--- src/hdl/cct_pkg.sv ---
// Shared definitions for the style-sheet character tokenizer.
// Character codes, token kinds and the result record; no dependencies.
package cct_pkg;

  localparam int COUNT_WIDTH_DEF = 8;
  localparam int LINE_WIDTH_DEF  = 16;
  localparam int CHAR_W = 8;
  localparam int LINE_W = 16;

  localparam logic [CHAR_W-1:0] CH_AT     = 8'h40;
  localparam logic [CHAR_W-1:0] CH_STAR   = 8'h2A;
  localparam logic [CHAR_W-1:0] CH_SLASH  = 8'h2F;
  localparam logic [CHAR_W-1:0] CH_LPAREN = 8'h28;
  localparam logic [CHAR_W-1:0] CH_RPAREN = 8'h29;
  localparam logic [CHAR_W-1:0] CH_DQUOTE = 8'h22;
  localparam logic [CHAR_W-1:0] CH_SQUOTE = 8'h27;
  localparam logic [CHAR_W-1:0] CH_SEMI   = 8'h3B;
  localparam logic [CHAR_W-1:0] CH_COLON  = 8'h3A;
  localparam logic [CHAR_W-1:0] CH_LBRACE = 8'h7B;
  localparam logic [CHAR_W-1:0] CH_RBRACE = 8'h7D;

  typedef enum logic [2:0] {
    KIND_COMMENT  = 3'd0,
    KIND_AT_RULE  = 3'd1,
    KIND_VALUE    = 3'd2,
    KIND_PROPERTY = 3'd3,
    KIND_SELECTOR = 3'd4,
    KIND_CLOSE    = 3'd5,
    KIND_NONE     = 3'd7
  } kind_t;

  typedef struct packed {
    logic              append_valid;
    logic [CHAR_W-1:0] append_char;
    logic              token_valid;
    kind_t             token_kind;
    logic [LINE_W-1:0] token_line;
    logic              comment_underflow;
  } res_t;

endpackage

--- src/hdl/css_char_tokenizer_top.sv ---
// Top level of the style-sheet character tokenizer.
// Depends on cct_pkg, cct_core and cct_skid.
//
// Usage:
//   Input channel: ch, chunk_start, line_no with in_valid / in_stall. A
//   transfer happens at a rising edge with in_valid high and in_stall low.
//   Output channel: one result per input character (append_valid,
//   append_char, token_valid, token_kind, token_line, comment_underflow)
//   with out_valid / out_stall, same transfer rule.
//   A character's result is registered in the result register (first in the
//   skid register while the receiver stalls). Throughput is one character per
//   cycle while in_stall is low; the decision logic is a handful of compares
//   and counter steps between the state registers and the result register.
//   When the receiver stalls, one more character is still taken into a
//   skid register; in_stall then rises until the held result is taken.
//   Reset (rst, synchronous) clears the quote, comment, parenthesis and
//   at-rule state, sets the last token kind to none and empties both
//   output registers.
module css_char_tokenizer_top #(
  parameter int COUNT_WIDTH = cct_pkg::COUNT_WIDTH_DEF,
  parameter int LINE_WIDTH  = cct_pkg::LINE_WIDTH_DEF
) (
  input  logic                       clk,
  input  logic                       rst,
  input  logic                       in_valid,
  output logic                       in_stall,
  input  logic [cct_pkg::CHAR_W-1:0] ch,
  input  logic                       chunk_start,
  input  logic [cct_pkg::LINE_W-1:0] line_no,
  output logic                       out_valid,
  input  logic                       out_stall,
  output logic                       append_valid,
  output logic [cct_pkg::CHAR_W-1:0] append_char,
  output logic                       token_valid,
  output logic [2:0]                 token_kind,
  output logic [cct_pkg::LINE_W-1:0] token_line,
  output logic                       comment_underflow
);
  import cct_pkg::*;

  logic accept;
  res_t step_res;
  res_t out_res;

  assign accept = in_valid && !in_stall;

  cct_core #(
    .COUNT_WIDTH(COUNT_WIDTH),
    .LINE_WIDTH (LINE_WIDTH)
  ) u_core (
    .clk        (clk),
    .rst        (rst),
    .accept     (accept),
    .ch         (ch),
    .chunk_start(chunk_start),
    .line_no    (line_no),
    .res        (step_res)
  );

  cct_skid u_skid (
    .clk      (clk),
    .rst      (rst),
    .push     (accept),
    .push_data(step_res),
    .full     (in_stall),
    .out_valid(out_valid),
    .out_stall(out_stall),
    .out_data (out_res)
  );

  assign append_valid      = out_res.append_valid;
  assign append_char       = out_res.append_char;
  assign token_valid       = out_res.token_valid;
  assign token_kind        = out_res.token_kind;
  assign token_line        = out_res.token_line;
  assign comment_underflow = out_res.comment_underflow;

endmodule

--- src/hdl/cct_core.sv ---
// Tokenizer state and the per-character decision logic.
// Depends on cct_pkg. The result is combinational; state moves on each transfer.
module cct_core #(
  parameter int COUNT_WIDTH = cct_pkg::COUNT_WIDTH_DEF,
  parameter int LINE_WIDTH  = cct_pkg::LINE_WIDTH_DEF
) (
  input  logic                      clk,
  input  logic                      rst,
  input  logic                      accept,
  input  logic [cct_pkg::CHAR_W-1:0] ch,
  input  logic                      chunk_start,
  input  logic [cct_pkg::LINE_W-1:0] line_no,
  output cct_pkg::res_t             res
);
  import cct_pkg::*;

  localparam int LW = (LINE_WIDTH < LINE_W) ? LINE_WIDTH : LINE_W;
  localparam logic [LINE_W-1:0] LINE_MASK = LINE_W'((64'd1 << LW) - 64'd1);
  localparam logic [COUNT_WIDTH-1:0] CNT_MAX = {COUNT_WIDTH{1'b1}};
  localparam logic [COUNT_WIDTH-1:0] CNT_ONE = COUNT_WIDTH'(1);

  logic                   quote_odd, quote_odd_next;
  logic [COUNT_WIDTH-1:0] comment_depth, comment_depth_next;
  logic [COUNT_WIDTH-1:0] paren_depth, paren_depth_next;
  logic                   at_rule_wait, at_rule_wait_next;
  kind_t                  last_kind, last_kind_next;
  logic [CHAR_W-1:0]      prev_char;

  logic  app, tok, under, has_prev, free_text;
  kind_t kind;

  always_comb begin
    quote_odd_next     = quote_odd;
    comment_depth_next = comment_depth;
    paren_depth_next   = paren_depth;
    at_rule_wait_next  = at_rule_wait;
    last_kind_next     = last_kind;
    app   = 1'b1;
    tok   = 1'b0;
    under = 1'b0;
    kind  = KIND_COMMENT;
    has_prev  = !chunk_start;
    free_text = !quote_odd && (comment_depth == '0);

    case (ch) inside
      CH_AT: begin
        if (!quote_odd) begin
          at_rule_wait_next = 1'b1;
          app = 1'b0;
        end
      end
      CH_STAR: begin
        if (!at_rule_wait && !quote_odd && has_prev && prev_char == CH_SLASH &&
            comment_depth != CNT_MAX) begin
          comment_depth_next = comment_depth + CNT_ONE;
        end
      end
      CH_SLASH: begin
        if (!quote_odd && paren_depth == '0 && has_prev && prev_char == CH_STAR) begin
          tok = 1'b1;
          kind = KIND_COMMENT;
          last_kind_next = KIND_COMMENT;
          if (comment_depth == '0) under = 1'b1;
          else comment_depth_next = comment_depth - CNT_ONE;
        end
      end
      CH_LPAREN: begin
        if (!quote_odd && !at_rule_wait && paren_depth != CNT_MAX)
          paren_depth_next = paren_depth + CNT_ONE;
      end
      CH_RPAREN: begin
        if (!quote_odd && !at_rule_wait && paren_depth != '0)
          paren_depth_next = paren_depth - CNT_ONE;
      end
      CH_DQUOTE, CH_SQUOTE: begin
        if (comment_depth == '0) quote_odd_next = !quote_odd;
      end
      CH_SEMI, CH_LBRACE: begin
        if (free_text) begin
          if (at_rule_wait) begin
            kind = KIND_AT_RULE;
            at_rule_wait_next = 1'b0;
          end else begin
            kind = (ch == CH_SEMI) ? KIND_VALUE : KIND_SELECTOR;
          end
          last_kind_next = kind;
          tok = 1'b1;
          app = 1'b0;
        end
      end
      CH_COLON: begin
        // A colon whose last token was a brace close or a comment stays plain text.
        if (!at_rule_wait && last_kind != KIND_CLOSE && last_kind != KIND_COMMENT &&
            free_text) begin
          kind = KIND_PROPERTY;
          last_kind_next = KIND_PROPERTY;
          tok = 1'b1;
          app = 1'b0;
        end
      end
      CH_RBRACE: begin
        if (free_text) begin
          kind = KIND_CLOSE;
          last_kind_next = KIND_CLOSE;
          tok = 1'b1;
          app = 1'b0;
        end
      end
      default: begin
      end
    endcase

    res.append_valid      = app;
    res.append_char       = app ? ch : '0;
    res.token_valid       = tok;
    res.token_kind        = tok ? kind : KIND_COMMENT;
    res.token_line        = tok ? (line_no & LINE_MASK) : '0;
    res.comment_underflow = under;
  end

  always_ff @(posedge clk) begin
    if (rst) begin
      quote_odd     <= 1'b0;
      comment_depth <= '0;
      paren_depth   <= '0;
      at_rule_wait  <= 1'b0;
      last_kind     <= KIND_NONE;
      prev_char     <= '0;
    end else if (accept) begin
      quote_odd     <= quote_odd_next;
      comment_depth <= comment_depth_next;
      paren_depth   <= paren_depth_next;
      at_rule_wait  <= at_rule_wait_next;
      last_kind     <= last_kind_next;
      prev_char     <= ch;
    end
  end

endmodule

--- src/hdl/cct_skid.sv ---
// Two-entry output buffer: a result register backed by a skid register.
// Depends on cct_pkg. The upstream stall is registered and never combinational.
module cct_skid (
  input  logic          clk,
  input  logic          rst,
  input  logic          push,
  input  cct_pkg::res_t push_data,
  output logic          full,
  output logic          out_valid,
  input  logic          out_stall,
  output cct_pkg::res_t out_data
);
  import cct_pkg::*;

  logic skid_valid;
  res_t skid_data;
  logic out_free;

  assign full     = skid_valid;
  assign out_free = !out_valid || !out_stall;

  always_ff @(posedge clk) begin
    if (rst) begin
      out_valid  <= 1'b0;
      skid_valid <= 1'b0;
    end else if (out_free) begin
      out_valid  <= skid_valid || push;
      skid_valid <= 1'b0;
    end else if (push) begin
      skid_valid <= 1'b1;
    end
  end

  // The skid register only fills while the result register is held.
  always_ff @(posedge clk) begin
    if (out_free) begin
      if (skid_valid) out_data <= skid_data;
      else if (push) out_data <= push_data;
    end else if (push) begin
      skid_data <= push_data;
    end
  end

endmodule

--- config.mk ---
export PLATFORM = sky130hd
export DESIGN_NAME = css_char_tokenizer_top
export DESIGN_NICKNAME = d
export VERILOG_FILES = /design/src/hdl/cct_pkg.sv /design/src/hdl/css_char_tokenizer_top.sv /design/src/hdl/cct_core.sv /design/src/hdl/cct_skid.sv
export SDC_FILE = /design/constraint.sdc
export NUM_CORES = 1
export LEC_CHECK = 0
export ABC_CLOCK_PERIOD_IN_PS = 3600
export BUFFER_PORTS_ARGS = -buffer_cell sky130_fd_sc_hd__buf_2
export CORE_ASPECT_RATIO = 0.9
export CORE_MARGIN = 3
export CORE_UTILIZATION = 30
export DETAILED_ROUTE_END_ITERATION = 12
export MAX_ROUTING_LAYER = met4
export PLACE_DENSITY = 0.51
export SLEW_MARGIN = 5
export SYNTH_ARGS = -nofsm -noshare
export SYNTH_HDL_FRONTEND = slang
export SYNTH_SLANG_ARGS = --single-unit
--- constraint.sdc ---
create_clock -name clk -period 3.6 [get_ports clk]
set_clock_uncertainty 0.2 [all_clocks]
set_input_delay 0.72 -clock clk [delete_from_list [all_inputs] [get_ports clk]]
set_output_delay 0.72 -clock clk [all_outputs]
set_load 0.05 [all_outputs]
# ---- Word level (Yosys, flattened, before mapping)
# Index checks and enable logic that the tools add are counted.
dict set report classes {
  add_sub_neg 4
  n_bitwise 6
  mux 77
  n_eq_ne 31
  n_reduce_logical 45
}
# cell n
set ops {}
lappend ops {{8-bit by 6-bit == test with 1-bit output, second input constant} 10}
lappend ops {{8-bit 2-to-1 mux} 10}
lappend ops {{3-bit 2-to-1 mux} 25}
lappend ops {{30-bit 2-to-1 mux} 2}
lappend ops {{1-bit 2-to-1 mux} 38}
lappend ops {{8-bit by 7-bit == test with 1-bit output, second input constant} 3}
lappend ops {{2-bit by 1-bit inequality test with 1-bit output, second input constant} 9}
lappend ops {{8-bit by 1-bit adder with 8-bit output, second input constant} 2}
lappend ops {{8-bit zero test} 2}
lappend ops {{16-bit 2-to-1 mux} 1}
lappend ops {{8-bit inequality test, second input constant} 2}
lappend ops {{8-bit by 1-bit subtractor with 8-bit output, second input constant} 2}
lappend ops {{1-bit logical AND} 14}
lappend ops {{2-bit nonzero test} 7}
lappend ops {{11-bit AND reduction} 1}
lappend ops {{9-bit AND reduction} 1}
lappend ops {{2-bit inequality test, second input constant} 4}
lappend ops {{8-bit AND reduction} 1}
lappend ops {{8-bit nonzero test} 1}
lappend ops {{7-bit AND reduction} 1}
lappend ops {{1-bit zero test} 6}
lappend ops {{1-bit inverter} 6}
lappend ops {{6-bit AND reduction} 1}
lappend ops {{3-bit nonzero test} 2}
lappend ops {{other kinds (8)} 12}
dict set report word_totals {
  input_bits 29
  word_cells 183
  register_bits 91
  out_inout_bits 32
}

# ---- Longest topological paths before layout
# Gate-level depths: netlist (run 1).
dict set report depth {
  word_depth 16
  mapped_depth 10
  depth_no_buf 9
}

# ---- By module
# A second synthesis (run 1) with hierarchy kept.
dict set report hier_totals {
  cells_unflattened 395
  hier_area_um2 4700.8
}
# mod area_each_um2 n_inst seq_area_each_um2 cells_each
set modules_own_cells {}
lappend modules_own_cells {cct_core 2444.8 1 580.6 293}
lappend modules_own_cells {cct_skid 2242.2 1 1841.8 101}
lappend modules_own_cells {css_char_tokenizer_top 13.8 1 0.0 1}

# ---- Worst setup path before layout (run 1)
# OpenSTA, ideal clock, no wires.
dict set report synth_timing {
  path_type {input -> register}
  from {input ch[6] in the netlist's numbering}
  to {register u_core.comment_depth[7]}
  t_required_ns 3.329
  slack_ns 0.224
  n_path_buf 1
  arrival_time_ns 3.105
  setup_time_ns 0.071
  stages 10
  path_cell_list {buf_2 > nor4b_4 > nand4_1 > ha_1 > a21oi_1 > o211ai_1 > o41ai_1 > xor2_1 > or3_1 > a21oi_1}
}
dict set report synth_via {
  elab_chain_cells 3
  word_cells_on_any_way 10
  classes_between {eq/ne: 5; mux: 1; bitwise: 1; reduce/logical: 3}
}
# element line
set synth_rtl {}
lappend synth_rtl {{start: declaration} css_char_tokenizer_top.sv:27} ;# input logic [cct_pkg::CHAR_W-1:0] ch,
lappend synth_rtl {{8-bit by 6-bit == test with 1-bit output (no line) / 8-bit by 7-bit == test with 1-bit output (equally long branches)} -}
lappend synth_rtl {{2-bit inequality test (no line) (tied with other cells)} -}
lappend synth_rtl {{6-bit AND reduction (no line)} -}
lappend synth_rtl {{end signal: assignment} cct_core.sv:131} ;# comment_depth <= comment_depth_next;
lappend synth_rtl {{end: declaration} cct_core.sv:23} ;# logic [COUNT_WIDTH-1:0] comment_depth, comment_depth_next;
# Parallel ways exist; a longest one is shown, timed or not.
# A chain may end at the register's enable or synchronous reset.

# ---- Worst setup path in the final report (run 1)
dict set report layout_timing {
  from {input ch[4] in the netlist's numbering}
  to {register u_core.paren_depth[7]}
}
dict set report layout_via {
  elab_chain_cells 3
  word_cells_on_any_way 13
  classes_between {eq/ne: 6; mux: 1; bitwise: 3; reduce/logical: 3}
}
# element line
set layout_rtl {}
lappend layout_rtl {{8-bit by 6-bit == test with 1-bit output (no line) / 8-bit by 7-bit == test with 1-bit output (equally long branches)} -}
lappend layout_rtl {{2-bit inequality test (no line) (tied with other cells)} -}
lappend layout_rtl {{7-bit AND reduction (no line)} -}
lappend layout_rtl {{end signal: assignment} cct_core.sv:132} ;# paren_depth <= paren_depth_next;
lappend layout_rtl {{end: declaration} cct_core.sv:24} ;# logic [COUNT_WIDTH-1:0] paren_depth, paren_depth_next;
# Parallel ways exist; a longest one is shown, timed or not.

==> summary.txt, run 1 <==
CTS
  • Clk buf depth: 2
  • Post-CTS setup repair buffer count: 0
  • TritonCTS Buffers: 9
  • CTS root buf: clkbuf_16
  • Number of gates given a new drive strength after cts: 0
  • H-tree depth: 3
  • Clock tree from TritonCTS: done
  • Hold buffer count at cts: 0
  • Num Clock Sinks: between 90 and 100
  • Clock slew seen by the registers of the worst setup and hold paths: around 0.070 ns
  • Clock latency on the worst-skew pair: 0.35 ns

Floorplanning
  • Core region area: 14800 um2
  • Floorplan row count: between 40 and 50
  • Effective utilization at floorplan: 30.9%
  • Height of the die: 123 um
  • Die X: between 100 and 150 um
  • Ports placed on the boundary: slightly above 60
  • Die area: around 17000 um2

Flow run
  • Max-cap check violation count: 0

STA
  • Highest Clock Rate: around 0.32 GHz
  • Setup TNS after final layout: 0 ns
  • Unrepaired setup endpoints after global routing: no
  • Worst hold margin: around 0.25 ns
  • Final Hold Fails: 0
  • Crit path setup slack, layout: ~0.47 ns
  • Time the final worst path needs with I/O delays and setup: between 3 and 4 ns
  • Actual slew at the worst max-slew pin: 0.769 ns
  • Worst slew margin: around half
  • Final max-slew violation count: 0
  • Part of the cycle the worst path needs: between 80 and 90%
  • Final setup viols: 0

Global routing
  • Met3 Use GR: approximately 3.8%
  • Global routing met1 resource utilization: about a fifth
  • Initial antenna violation count: 0
  • Number of global-route vias before repair: roughly 3300
  • Tot GR Track Use: between 10 and 15%
  • Grt ovf: 0
  • Wire length of the first global-routing pass: about 17000 um
  • Largest net degree at the start of global routing: 58
  • Most heavily used metal layer in global routing: met2
  • Met2 layer usage reported by global route: between 10% and 20%

Finish
  • Count of inserted antenna diode cells: 0
  • Layout Cell Area excl Fill: roughly 5500 um2
  • Fill count: 1534
  • Commonest cells after routing, fill and taps aside: buf_2, edfxtp_1, nor2_1
  • Fin cells: just under 700
  • Syn-to-layout area delta: 19.0%
  • Layout Nets: roughly 540
  • Fin util: 36.8%
  • Share of layout cells above drive strength 1: 20.9%

Synthesis
  • Number of standard cells after synthesis: 430
  • Synthesis warning total: 0
  • Register area share after synthesis: a little over half
  • Cell area after synthesis: approximately 4600 um2
  • Dominant register cell in the synthesized netlist: edfxtp_1
  • Netlist cell types: 53
  • Share of async-settable or async-resettable flops after synthesis: 0%
  • Number of synthesized register bits: between 90 and 100
  • Syn Area/Cell: roughly 11 um2
  • Number of flops mapped to enable cells by yosys: 60
  • Number of nets produced by synthesis: 473

Pwr
  • Proportion of power drawn by flip-flops and latches: 50.7%
  • Proportion of power drawn by combinational gates: ~10%
  • Power density relative to cell area: roughly 420 nW/um2
  • Sw Pwr: around 600 uW
  • Post-layout power: ~2.3 mW
  • Internal power: 1.69 mW
  • Clock network fraction of total power: between 30% and 40%
  • Worst IR Drop VDD: between 0.0002 and 0.00025 V
  • Switching portion of total power: about a quarter
  • Leakage dissipation: 2.18 nW

Critical path
  • Critical path arrival: 3.21 ns
  • Origin of the worst setup path: ch[4]
  • Cell family contributing the most delay on the critical path: simple AND/OR/NAND/NOR gates
  • Crit-path max cell delay: ~0.39 ns
  • Crit end category: flop
  • Peak fanout along the critical path: 8
  • Critical Path Start Type: input pin
  • Buffer and inverter count on the worst path: 1
  • Most common cell type on the critical path: a21oi_1
  • Crit-path slowest cell: ha_1
  • Beginning of the worst register-to-register path: u_core.comment_depth[0]
  • CP required: roughly 3.7 ns
  • Ordered list of cells on the worst path: buf_2, nor4b_4, nand3_1, ha_1, a21oi_1, o211ai_1, o41ai_1, xor2_1, or3_1, a21oi_1
  • Classification of the worst setup path: in2reg

Route
  • Number of vias after detailed routing: between 3000 and 4000
  • Detailed-routing iteration count for the pre-antenna-repair pass: 4
  • Total wire length: 10400 um
  • DRC violations left: 0
  • Via/cell ratio: 4.89
  • Routed Antenna Nets: 0
  • Initial DRC Count: roughly 200
  • Average wire per standard cell: between 10 and 15 um

Placement
  • Place WS: 0.111 ns
  • IO buf count: 60
  • Weighted congestion reported at the end of routability-driven placement: 0.841
  • Instance area at placement: about 5200 um2
  • Placed cell count: 680
  • HPWL after detailed placement: about 7400 um

Status
  • Status: finished, final reports clean

Hold path
  • Min-delay src: u_core.prev_char[1]
  • Hold Crit Class: reg2reg
[per-layer routing]
layer,vias up,routed length (um)
met5,-,0
met4,0,106
met3,9,615
met2,72,4580
met1,1615,5100
li1,1706,-
[cells by family after synthesis]
| logic type | Yosys count | share of synthesized area [%] |
|---|---|---|
| AND/OR/NAND/NOR | 168 | 20.0 |
| flip-flops | 91 | 52.9 |
| AO/OA/AOI/OAI | 86 | 12.9 |
| buffers and inverters | 40 | 3.63 |
| multiplexers | 16 | 3.58 |
| XOR/XNOR | 15 | 2.87 |
| adder cells (fa/ha/maj) | 14 | 4.15 |
[final timing paths]
check                           slack (ns)               endpoint  cells after the start
worst min register to register        0.25    u_core.prev_char[1]                      2
worst max-delay path                  0.47  u_core.paren_depth[7]                     10
worst max register to register        0.76     u_skid.out_data[9]                      7
worst min-delay path                  0.25    u_core.prev_char[1]                      2
[state kept, by name, indices dropped and copies added, names as in the netlist]
register	count
u_core.last_kind	3
u_core.prev_char	8
u_core.comment_depth	8
u_skid.out_data	30
u_skid.out_valid	1
u_core.quote_odd	1
u_skid.full	1
u_core.paren_depth	8
u_skid.skid_data	30
u_core.at_rule_wait	1
[worst reg2reg max path, stage by stage, from the launching register on]
cell and delay (ns):
dfxtp_1 0.36, nor4_1 0.47, nand2_1 0.22, o31ai_1 0.26
a21oi_1 0.13, o21ai_2 0.63, buf_4 0.29, a22o_1 0.14
[final cells by class]
cell class                 count  area [um2]  share of cell area, %
sequential                    91        2420                   44.5
timing repair buffer          75         425                   7.81
inverter                      17        63.8                   1.17
tap                          198         248                   4.55
multi-input combinational    299        2000                   36.8
clock inverter                 7        60.1                   1.10
clock buffer                   9         225                   4.13
[Yosys cell counts, types with 7 or more instances]
cell type	n	area, um2
edfxtp_1	60	1800
nor2_1	36	135
nand2_1	34	128
dfxtp_1	31	621
a21oi_1	20	100
nor2b_1	20	125
and2_1	17	106
inv_1	17	63.8
a22o_1	16	140
clkbuf_1	15	56.3
mux2i_1	13	130
ha_1	12	150
nand3_1	12	60.1
nor3_1	10	50.1
o21ai_1	10	50.1
xor2_1	9	78.8
nand4_1	8	50.1
buf_2	7	35.0
o31ai_1	7	52.6
[power by group through the flow]
stage               combinational (mW)  clock, mW  sequential [mW]
floorplan                       0.0773          0             1.26
global placement                 0.229          0             1.19
detailed placement               0.231          0             1.19
CTS                              0.231      0.938             1.16
global route                     0.247      0.980             1.17
finish                           0.228      0.905             1.16
Note: power is estimated with default switching activity, not from simulation.
==> run 2, diff against run 1 <==
Settings changed: ABC_AREA from default to 1.
==> summary.txt, run 2 <==
STA
  • Crit path setup slack, layout: roughly 0.75 ns
  • Worst slew margin: a little over a third
  • Final max-slew violation count: 0
  • Worst hold margin: 0.269 ns
  • Actual slew at the worst max-slew pin: roughly 0.95 ns
  • Final Hold Fails: 0
  • Highest Clock Rate: about 0.35 GHz
  • Part of the cycle the worst path needs: roughly 79%
  • Unrepaired setup endpoints after global routing: no
  • Final setup viols: 0
  • Time the final worst path needs with I/O delays and setup: 2.85 ns
  • Setup TNS after final layout: 0 ns

Global routing
  • Initial antenna violation count: 0
  • Wire length of the first global-routing pass: ~18000 um
  • Grt ovf: 0
  • Tot GR Track Use: roughly 13%
  • Number of global-route vias before repair: 3635
  • Largest net degree at the start of global routing: 33

Synthesis
  • Share of async-settable or async-resettable flops after synthesis: 0%
  • Netlist cell types: 36
  • Syn Area/Cell: about 8.5 um2
  • Cell type with the largest total area after synthesis: edfxtp_1
  • Top area cells in the synthesized netlist: edfxtp_1, dfxtp_1, nand2_1
  • Proportion of netlist area held by the largest area contributor: a little under two fifths
  • Number of standard cells after synthesis: around 560
  • Number of flops mapped to enable cells by yosys: 60
  • Number of synthesized register bits: between 90 and 100
  • Dominant register cell in the synthesized netlist: edfxtp_1
  • Number of nets produced by synthesis: roughly 610
  • Cell with the most instances after synthesis: nand2_1
  • Cell area after synthesis: between 4000 and 5000 um2
  • Synthesis warning total: 0
  • Register area share after synthesis: 50.9%
  • Most used standard cells in the synthesized netlist: nand2_1, nor2_1, edfxtp_1

CTS
  • TritonCTS Buffers: 9
  • Number of gates given a new drive strength after cts: 0
  • Clock tree from TritonCTS: done
  • Hold buffer count at cts: 0
  • Num Clock Sinks: 91
  • Clock slew seen by the registers of the worst setup and hold paths: roughly 0.060 ns
  • Post-CTS setup repair buffer count: 0
  • H-tree depth: 3
  • Clock latency on the worst-skew pair: between 0.3 and 0.4 ns
  • CTS root buf: clkbuf_16
  • Clk buf depth: 2

Critical path
  • Classification of the worst setup path: in2reg
  • Crit end category: flop
  • Peak fanout along the critical path: 9
  • Critical Path Start Type: input pin
  • Critical path arrival: approximately 2.9 ns
  • CP required: about 3.6 ns

Pwr
  • Worst IR Drop VDD: 0.000217 V
  • Proportion of power drawn by flip-flops and latches: between 50% and 60%
  • Proportion of power drawn by combinational gates: ~9.7%
  • Leakage dissipation: 2.39 nW
  • Clock network fraction of total power: between 40 and 50%
  • Sw Pwr: 574 uW
  • Switching portion of total power: between 20% and 30%
  • Internal power: around 1.7 mW
  • Power density relative to cell area: roughly 420 nW/um2

Floorplanning
  • Floorplan row count: 43
  • Core region area: roughly 15000 um2
  • Ports placed on the boundary: 61
  • Effective utilization at floorplan: a little under a third
  • Die X: ~140 um
  • Die area: about 17000 um2
  • Height of the die: ~130 um

Route
  • Routed Antenna Nets: 0
  • Detailed-routing iteration count for the pre-antenna-repair pass: 5
  • Initial DRC Count: ~310
  • Number of vias after detailed routing: 3866
  • Average wire per standard cell: 13.0 um
  • DRC violations left: 0
  • Total wire length: between 10000 and 15000 um
  • Via/cell ratio: ~4.7

Hold path
  • Hold Crit Class: reg2reg

Finish
  • Leading cell type in the layout, fill and taps excluded: nand2_1
  • Layout Nets: 666
  • Count of inserted antenna diode cells: 0
  • Commonest cells after routing, fill and taps aside: nand2_1, nor2_1, buf_2, edfxtp_1, inv_1
  • Fin cells: 830
  • Syn-to-layout area delta: 16.9%
  • Largest regs: u_skid.out_data (30), u_skid.skid_data (30)
  • Share of layout cells above drive strength 1: approximately 20%

Placement
  • Weighted congestion reported at the end of routability-driven placement: ~0.9
  • Placed cell count: between 800 and 900
  • HPWL after detailed placement: 7970 um
  • IO buf count: 60
  • Place WS: approximately 0.40 ns

Flow run
  • Max-cap check violation count: 0

Status
  • Status: finished, final reports clean
## run 2: path summary, 6_finish.rpt
kind                                start  depth (start not counted)                    end  slack [ns]
setup reg to reg  u_core.comment_depth[1]                          9    u_skid.out_data[20]        1.23
hold reg to reg       u_core.last_kind[1]                          2    u_core.last_kind[1]        0.27
setup / recovery                    ch[2]                         14  u_core.paren_depth[6]        0.75
hold / removal        u_core.last_kind[1]                          2    u_core.last_kind[1]        0.27
## run 2: per-layer routing
metal	track usage (%)	part of all wire, %	vias up
met2	20.8	47	68
met1	15.6	47	1776
met5	-	0	-
li1	-	-	2002
met4	4.72	1.5	0
met3	3.29	4.1	20
## run 2: logic make-up after synthesis
family / share of synthesized area (%)
AOI/OAI and AO/OA: 9.06
buffers and inverters: 6.86
adders and majority gates: 3.99
xor gates and xnor gates: 1.47
and+or+nand+nor: 27.7
DFF: 50.9
## run 2: cell type report
| type | instances | area (um2) |
|---|---|---|
| flip-flops and latches | 91 | 2420 |
| fillers | 1590 | 9930 |
| multi-input cells | 392 | 2030 |
| inverters | 65 | 246 |
| well taps | 202 | 253 |
| clock buffers | 12 | 236 |
| repair buffers | 64 | 330 |
| clock inverters | 4 | 50.0 |
## run 2: stage by stage
| stage | util, % | power (mW) | instance area (um2) |
|---|---|---|---|
| 3_5_place_dp | 34.1 | 1.41 | 5280 |
| 3_3_place_gp | 34.1 | 1.41 | 5280 |
| 2_1_floorplan | - | 1.34 | 4760 |
| 6_report | 35.9 | 2.32 | 5570 |
| 5_1_grt | 35.9 | 2.41 | 5570 |
| 4_1_cts | 35.9 | 2.35 | 5570 |
## run 2: critical path, stage by stage
cell	delay (ns)
buf_2	0.13
inv_2	0.08
nand2_2	0.08
inv_2	0.10
nand4_1	0.42
fa_1	0.62
nand3_1	0.11
nand3_1	0.08
nand2_1	0.09
nand2_1	0.06
nand2_1	0.08
a21oi_1	0.07
nor3b_1	0.17
nor2_1	0.06
## run 2: power groups by stage
stage	Clock (mW)	Sequential, mW	Combinational [mW]
floorplan	0	1.27	0.0753
global placement	0	1.19	0.225
detailed placement	0	1.19	0.226
CTS	0.954	1.17	0.226
global route	1.00	1.17	0.243
finish	0.928	1.17	0.224
